[src/rtl/pmds_pkg.sv]
// Package for the pairwise Manhattan distance sum block.
// Holds parameter defaults, controller state encoding and the command/status structs.
// No dependencies.
package pmds_pkg;

   localparam int MAX_POINTS_DEF = 256;
   localparam int COORD_BITS_DEF = 16;
   localparam int FIELD_BITS     = 16;
   localparam int SUM_BITS       = 32;

   typedef enum logic [2:0] {
      ST_LOAD,
      ST_RD_I,
      ST_LAT_I,
      ST_WALK,
      ST_DRAIN,
      ST_FIN
   } pmds_state_type;

   typedef struct packed {
      logic wr_en;
      logic rd_en;
      logic pair_issue;
      logic latch_i;
      logic acc_clear;
      logic load_rsp;
      logic rsp_drop;
   } pmds_cmd_type;

   typedef struct packed {
      logic pipe_busy;
      logic rsp_free;
   } pmds_status_type;

endpackage

[src/rtl/pmds_ctrl.sv]
// Controller for the pairwise Manhattan distance sum block: point count, pair walk
// indexes and sequencing state machine. Depends on pmds_pkg.
module pmds_ctrl #(
   parameter int MAX_POINTS = pmds_pkg::MAX_POINTS_DEF
) (
   input  logic                          clock,
   input  logic                          reset,
   input  logic                          req_tvalid,
   input  logic                          req_tlast,
   output logic                          req_tready,
   input  pmds_pkg::pmds_status_type     status,
   output pmds_pkg::pmds_cmd_type        cmd,
   output logic [$clog2(MAX_POINTS)-1:0] wr_addr,
   output logic [$clog2(MAX_POINTS)-1:0] rd_addr
);
   import pmds_pkg::*;

   localparam int AW = $clog2(MAX_POINTS);
   localparam int CNW = $clog2(MAX_POINTS + 1);

   pmds_state_type state_ff, state_in;
   logic [CNW-1:0] count_ff, count_in;
   logic [CNW-1:0] n_ff, n_in;
   logic [CNW-1:0] i_ff, i_in;
   logic [CNW-1:0] j_ff, j_in;
   logic           ovf_ff, ovf_in;
   logic           drop_ff, drop_in;

   logic           accept;
   logic           full;
   logic [CNW-1:0] n_new;
   logic           j_end;
   logic           i_end;
   logic [CNW-1:0] rd_idx;

   assign accept = req_tvalid && (state_ff == ST_LOAD);
   assign full   = (count_ff == CNW'(MAX_POINTS));
   assign n_new  = full ? count_ff : count_ff + CNW'(1);
   assign j_end  = (j_ff == n_ff - CNW'(1));
   assign i_end  = (i_ff == n_ff - CNW'(2));

   always_comb begin
      count_in = count_ff;
      n_in     = n_ff;
      i_in     = i_ff;
      j_in     = j_ff;
      ovf_in   = ovf_ff;
      drop_in  = drop_ff;
      case (state_ff)
         ST_LOAD: begin
            if (accept) begin
               if (req_tlast) begin
                  count_in = '0;
                  ovf_in   = 1'b0;
                  n_in     = n_new;
                  drop_in  = ovf_ff | full;
                  i_in     = '0;
               end else begin
                  count_in = n_new;
                  ovf_in   = ovf_ff | full;
               end
            end
         end
         ST_RD_I: begin
            j_in = i_ff + CNW'(1);
         end
         ST_LAT_I, ST_WALK: begin
            if (j_end) begin
               i_in = i_ff + CNW'(1);
            end else begin
               j_in = j_ff + CNW'(1);
            end
         end
         default: begin
         end
      endcase
   end

   always_comb begin
      state_in = state_ff;
      case (state_ff)
         ST_LOAD: begin
            if (accept && req_tlast) begin
               state_in = (n_new >= CNW'(2)) ? ST_RD_I : ST_FIN;
            end
         end
         ST_RD_I: begin
            state_in = ST_LAT_I;
         end
         ST_LAT_I, ST_WALK: begin
            if (j_end) begin
               state_in = i_end ? ST_DRAIN : ST_RD_I;
            end else begin
               state_in = ST_WALK;
            end
         end
         ST_DRAIN: begin
            if (!status.pipe_busy) begin
               state_in = ST_FIN;
            end
         end
         ST_FIN: begin
            if (status.rsp_free) begin
               state_in = ST_LOAD;
            end
         end
         default: begin
            state_in = ST_LOAD;
         end
      endcase
   end

   always_comb begin
      req_tready     = (state_ff == ST_LOAD);
      cmd.wr_en      = accept && !full;
      cmd.rd_en      = (state_ff == ST_RD_I) || (state_ff == ST_LAT_I) ||
                       (state_ff == ST_WALK);
      cmd.pair_issue = (state_ff == ST_LAT_I) || (state_ff == ST_WALK);
      cmd.latch_i    = (state_ff == ST_LAT_I);
      cmd.acc_clear  = accept && req_tlast;
      cmd.load_rsp   = (state_ff == ST_FIN) && status.rsp_free;
      cmd.rsp_drop   = drop_ff;
      rd_idx         = (state_ff == ST_RD_I) ? i_ff : j_ff;
      wr_addr        = count_ff[AW-1:0];
      rd_addr        = rd_idx[AW-1:0];
   end

   always_ff @(posedge clock) begin
      if (reset) begin
         state_ff <= ST_LOAD;
         count_ff <= '0;
         n_ff     <= '0;
         i_ff     <= '0;
         j_ff     <= '0;
         ovf_ff   <= 1'b0;
         drop_ff  <= 1'b0;
      end else begin
         state_ff <= state_in;
         count_ff <= count_in;
         n_ff     <= n_in;
         i_ff     <= i_in;
         j_ff     <= j_in;
         ovf_ff   <= ovf_in;
         drop_ff  <= drop_in;
      end
   end

   a_pair_order: assert property (@(posedge clock) disable iff (reset)
      cmd.pair_issue |-> (i_ff < j_ff) && (j_ff < n_ff))
      else $error("pair read out of order or beyond stored points");

   a_count_range: assert property (@(posedge clock) disable iff (reset)
      count_ff <= CNW'(MAX_POINTS))
      else $error("point count above capacity");

   a_load_free: assert property (@(posedge clock) disable iff (reset)
      cmd.load_rsp |-> status.rsp_free)
      else $error("result loaded over a pending item");

   a_set_clear: assert property (@(posedge clock) disable iff (reset)
      (accept && req_tlast) |=> (count_ff == '0) && !ovf_ff)
      else $error("set not cleared after last point");

endmodule

[config.mk]
export PLATFORM = sky130hd
export DESIGN_NAME = pmds_ctrl
export DESIGN_NICKNAME = d
export VERILOG_FILES = /design/src/rtl/pmds_pkg.sv /design/src/rtl/pmds_ctrl.sv
export SDC_FILE = /design/constraint.sdc
export NUM_CORES = 1
export LEC_CHECK = 0
export BUFFER_PORTS_ARGS = -buffer_cell sky130_fd_sc_hd__buf_2
export CORE_ASPECT_RATIO = 1.4
export CORE_MARGIN = 10
export CORE_UTILIZATION = 60
export CTS_CLUSTER_DIAMETER = 200
export DETAILED_ROUTE_END_ITERATION = 6
export PLACE_DENSITY = 0.84
export SLEW_MARGIN = 10
export SYNTH_ARGS = -nofsm -noshare
export SYNTH_HDL_FRONTEND = slang
export SYNTH_SLANG_ARGS = --single-unit
[constraint.sdc]
create_clock -name clock -period 5.6 [get_ports clock]
set_input_delay 0 -clock clock [delete_from_list [all_inputs] [get_ports clock]]
set_output_delay 0 -clock clock [all_outputs]
set_load 0.05 [all_outputs]
* Word-level counts from Yosys, hierarchy flattened
Index checks and enable logic that the tools add are counted.
Operators by class: $add $sub $neg 5, magnitude comparators 1, equal/unequal tests 15, mux-type cells 17, bitwise gates (word level) 1, reductions and logical operators 17
Operators by type and width (number):
- $mux 9 | 6
- $pmux 9 s2 | 2
- $add 9x1->9 const B | 3
- $eq 9x9->1 | 2
- $mux 3 | 6
- $pmux 3 s5 | 1
- $ne 2x2->1 const B | 5
- $eq 9x9->1 const B | 1
- $ge 9x2->1 const B | 1
- $sub 9x1->9 const B | 1
- $sub 9x2->9 const B | 1
- $mux 8 | 1
- $eq 3x2->1 const B | 2
- $eq 3x3->1 const B | 2
- $reduce_and 3->1 | 2
- $logic_and 1x1->1 | 4
- $ne 2x1->1 const B | 2
- $reduce_and 2->1 | 2
- $reduce_and 4->1 | 1
- $reduce_bool 2->1 | 2
- $eq 3x1->1 const B | 1
- $logic_not 3->1 | 1
- $logic_or 1x1->1 | 3
- $reduce_or 2->1 | 1
- other kinds (3) | 3
Storage, ports and cells: register bits 41, input port bits 6, output and inout bits 24, word-level logic and storage cells 63

* Logic depth before layout (Yosys ltp)
word-level depth 6, depth in mapped cells 9, mapped depth without buffers 8

* Least setup slack after synthesis
OpenSTA, ideal clock, no wires.
path kind reg-to-reg, start register state_ff[0], end register n_ff[0], library setup time 0.071 ns, data arrival time 3.105 ns, data required time 5.529 ns, setup slack 2.425 ns, cell stages (with the launch flop) 8, path buffers 1, clock period less this slack 3.175 ns, cells stage by stage dfxtp_1 -> nor3_1 -> and2_1 -> nand2_1 -> inv_1 -> buf_1 -> nand2_1 -> a21oi_1
On the way: word-level cells in the longest chain between the ends 3
RTL lines:
- start, declared | RTL line pmds_ctrl.sv:21 | pmds_state_type state_ff, state_in;
- start signal, assigned | RTL line pmds_ctrl.sv:138 | state_ff <= state_in;
- $logic_not 3->1 *
- named net req_tready | RTL line pmds_ctrl.sv:10 | output logic req_tready,
- $logic_and 1x1->1 | RTL line pmds_ctrl.sv:36 | assign accept = req_tvalid && (state_ff == ST_LOAD);
- $reduce_and 3->1 (no source line) *
- end signal, assigned | RTL line pmds_ctrl.sv:140 | n_ff <= n_in;
- end, declared | RTL line pmds_ctrl.sv:23 | logic [CNW-1:0] n_ff, n_in;
The timed path passes the listed nets; every way through them passes the cells marked *. A chain may end at the register's enable or synchronous reset.

* Worst setup path in the final report
start register n_ff[3], end register i_ff[7]
On the way: word-level cells in the longest chain between the ends 4
RTL lines:
- $sub 9x1->9 | RTL line pmds_ctrl.sv:39 | assign j_end = (j_ff == n_ff - CNW'(1));
- $eq 9x9->1 | RTL line pmds_ctrl.sv:39
- $ne 2x2->1 (no source line)
- $reduce_and 4->1 (no source line)
- end signal, assigned | RTL line pmds_ctrl.sv:141 | i_ff <= i_in;
- end, declared | RTL line pmds_ctrl.sv:24 | logic [CNW-1:0] i_ff, i_in;
Every way passes these cells.

==> qor.yml <==
outcome: "finished clean"
cts_buffers: 5
drtIter0Drc: 281
power_frac_clock_pct: 20.9
diodes: 0
fmax_ghz: 0.339
initial_core_util_pct: 63.0
drcViolationCount: 0
synth_area_um2: 2900
grt_usage_pct: 19.6
coreArea_um2: 4610
min_path_cells: 3
cts_resized: 0
vdd_ir_drop_max_mv: 0.257
synth-edff-count: 0
ctsHoldBuffers: 0
powerDensity_nw_per_um2: 367
hold_class: "primary input to flop"
dp_slack_ns: 2.66
nFillCells: 437
drive_above_1_share_pct: 12.0
max-slew-margin-rel_pct: 45.8
power.switching_uw: 498
reg2reg_from: "n_ff[3]"
hold_start: "status[0]"
grt_max_degree: 41
fin_crit_ns: 2.95
r2r_end: "i_ff[7]"
ys_types: 62
wirelength_um: 7670
crit_fanout: 17
avgViaCountPerCell: 6.21
power_mw: 1.12
wl_per_cell_um: 17.3
worst_setup_path_end_kind: "flop"
r2r_cells: 6
whs_endpoint: "state_ff[0]"
die_h_um: 102
synthCells: 381
cts_buffer_depth: 2
synthesis.nets: 394
nets: 395
dieArea_um2: 8060
finalWorstSetupSlack_ns: 2.65
post-route-util_pct: 66.3
gr-total-overflow: 0
arrival_ns: 3.18
ios: 30
setup_viol: 0
area_delta_synth_final_pct: 5.26
root_buffer: "clkbuf_8"
cts_setup_buffers: 0
power.leakage_nw: 1.18
ys_seq_area_share_pct: 28.3
dp_hpwl_um: 5820
r2r_slack_ns: 2.65
switching_share_pct: 44.4
h-tree-depth: 2
antenna_found_initial: 0
required_ns: 5.83
rows: 29
die_x_um: 78.8
crit_type: "flop to flop"
hold_violations: 0
ant_nets: 0
internal_power_uw: 623
tightest_slew_ns: 0.810
cts_tree: "done"
port_buffers: 29
maxCapViolations: 0
p_seq_share_pct: 34.7
rsz0062_at_grt: "no"
postSynthAreaPerCell_um2: 7.62
synth_ff_type: "dfxtp_1"
fin_worst_skew_ns: 0.0139
cp-start-kind: "flop"
drv_slew: 0
grt_pass1_vias: 2719
gp_congestion: 0.943
drt_pass1_iterations: 4
path_clk_slew_ns: 0.08
worstSkewPairLatency_ns: 0.30
yosys_warnings: 0
final.period_utilization_pct: 52.7
p_comb_share_pct: 44.4
grt_pass1_wl_um: 12900
ys_seq_elements: 41
async_flop_share_pct: 0
num_vias: 2759
tns_ns: 0
clock_sinks: 41
==> Yosys cell counts (all sizes together), types with 2 or more instances <==
master  count  area share, %
and4        3           0.91
nor4        5            1.1
and2        6            1.3
and3        5            1.1
o21ai      13            2.2
dfxtp      41             28
or4         4            1.2
nand2b      4           0.86
a311o       2           0.69
o211ai      3           0.78
inv        15            1.9
o31ai       2           0.69
a31oi       9            1.9
buf        14            3.5
nor3b       4            1.0
ha          7            3.0
clkbuf     23            3.0
nand4       8            1.7
a21oi      23            4.0
xnor2      26            7.8
a211oi      4            1.0
nand2      43            5.6
or3         4            1.0
a311oi      2           0.60
nor2       35            4.5
nor4b       2           0.60
nor3       16            2.8
a221oi      2           0.60
nand3      13            2.2
xor2       13            3.9
mux2i       3            1.0
a21boi      2           0.52
a22oi       6            1.6
==> per-layer routing <==
metal	wire length, um	vias to the layer above	track usage, %
li1	-	1343	-
met1	2870	1272	19.6
met2	3940	111	35.6
met3	453	33	3.87
met4	403	0	14.0
met5	0	-	0
==> worst max-delay path, cell delays in order (launching register included) <==
cell and delay [ns]:
dfxtp_1 0.41, or4_4 0.57, or3_4 0.39, a2111oi_4 0.51, nand2_2 0.30, or4_1 0.53
a22oi_1 0.18
==> final cells by class <==
class	count	area, um^2	share of cell area (%)
Sequential cell	41	821	26.9
Inverter	15	56.3	1.84
Multi-Input combinational cell	288	1840	60.1
Timing Repair Buffer	31	160	5.24
Tap cell	62	77.6	2.54
Clock inverter	2	35.0	1.15
Clock buffer	5	68.8	2.25
==> stage by stage <==
stage               std cells  area (um^2)  hold slack (ns)
CTS                       444         3050           0.0219
detailed placement        437         2950            0.338
global placement          437         2950            0.323
global route              444         3050           0.0446
finish                    444         3050           0.0238
floorplan                 381         2900            0.186
==> cells by family (layout without fill, tap and decap cells) <==
family / after synthesis / count (layout) / synth area share, %
muxes: 4 / 4 / 1.42
adders and majority gates: 7 / 7 / 3.02
DFF: 41 / 41 / 28.3
and+or+nand+nor: 157 / 157 / 27.5
buffers and inverters: 52 / 53 / 8.45
xor gates and xnor gates: 40 / 40 / 12.5
AOI/OAI and AO/OA: 80 / 80 / 18.8
==> worst max-delay path by stage <==
stage	startpoint	to	slack, ns
3_3_place_gp	n_ff[3]	i_ff[7]	2.74
4_1_cts	n_ff[3]	i_ff[7]	2.65
5_1_grt	n_ff[3]	i_ff[7]	2.43
3_5_place_dp	n_ff[3]	i_ff[7]	2.66
6_report	n_ff[3]	i_ff[7]	2.65
2_1_floorplan	state_ff[0]	n_ff[0]	2.42
==> cell usage in the layout, fill, tap and decap left out, drive strengths merged, types with 2 or more instances in the layout <==
cell	n
a211oi	4
a21boi	2
a21oi	23
a221oi	2
a22oi	6
a311o	2
a311oi	2
a31oi	9
and2	6
and3	5
and4	3
buf	31
clkbuf	5
dfxtp	41
ha	7
inv	15
mux2i	3
nand2	43
nand2b	4
nand3	13
nand4	8
nor2	35
nor3	16
nor3b	4
nor4	5
nor4b	2
o211ai	3
o21ai	13
o31ai	2
or3	4
or4	4
xnor2	26
xor2	13
==> flip-flops by register name, indices dropped and copies added, names as in the netlist <==
register / cells
count_ff: 9
n_ff: 9
ovf_ff: 1
i_ff: 9
state_ff: 3
j_ff: 9
drop_ff: 1
==> power by group through the flow <==
stage / Clock, mW / Sequential, mW / Combinational (mW)
finish: 0.234 / 0.389 / 0.498
global route: 0.249 / 0.395 / 0.542
CTS: 0.237 / 0.387 / 0.498
detailed placement: 0 / 0.394 / 0.496
global placement: 0 / 0.391 / 0.486
floorplan: 0 / 0.354 / 0.440
No activity file was read; power rests on OpenSTA's default activity.
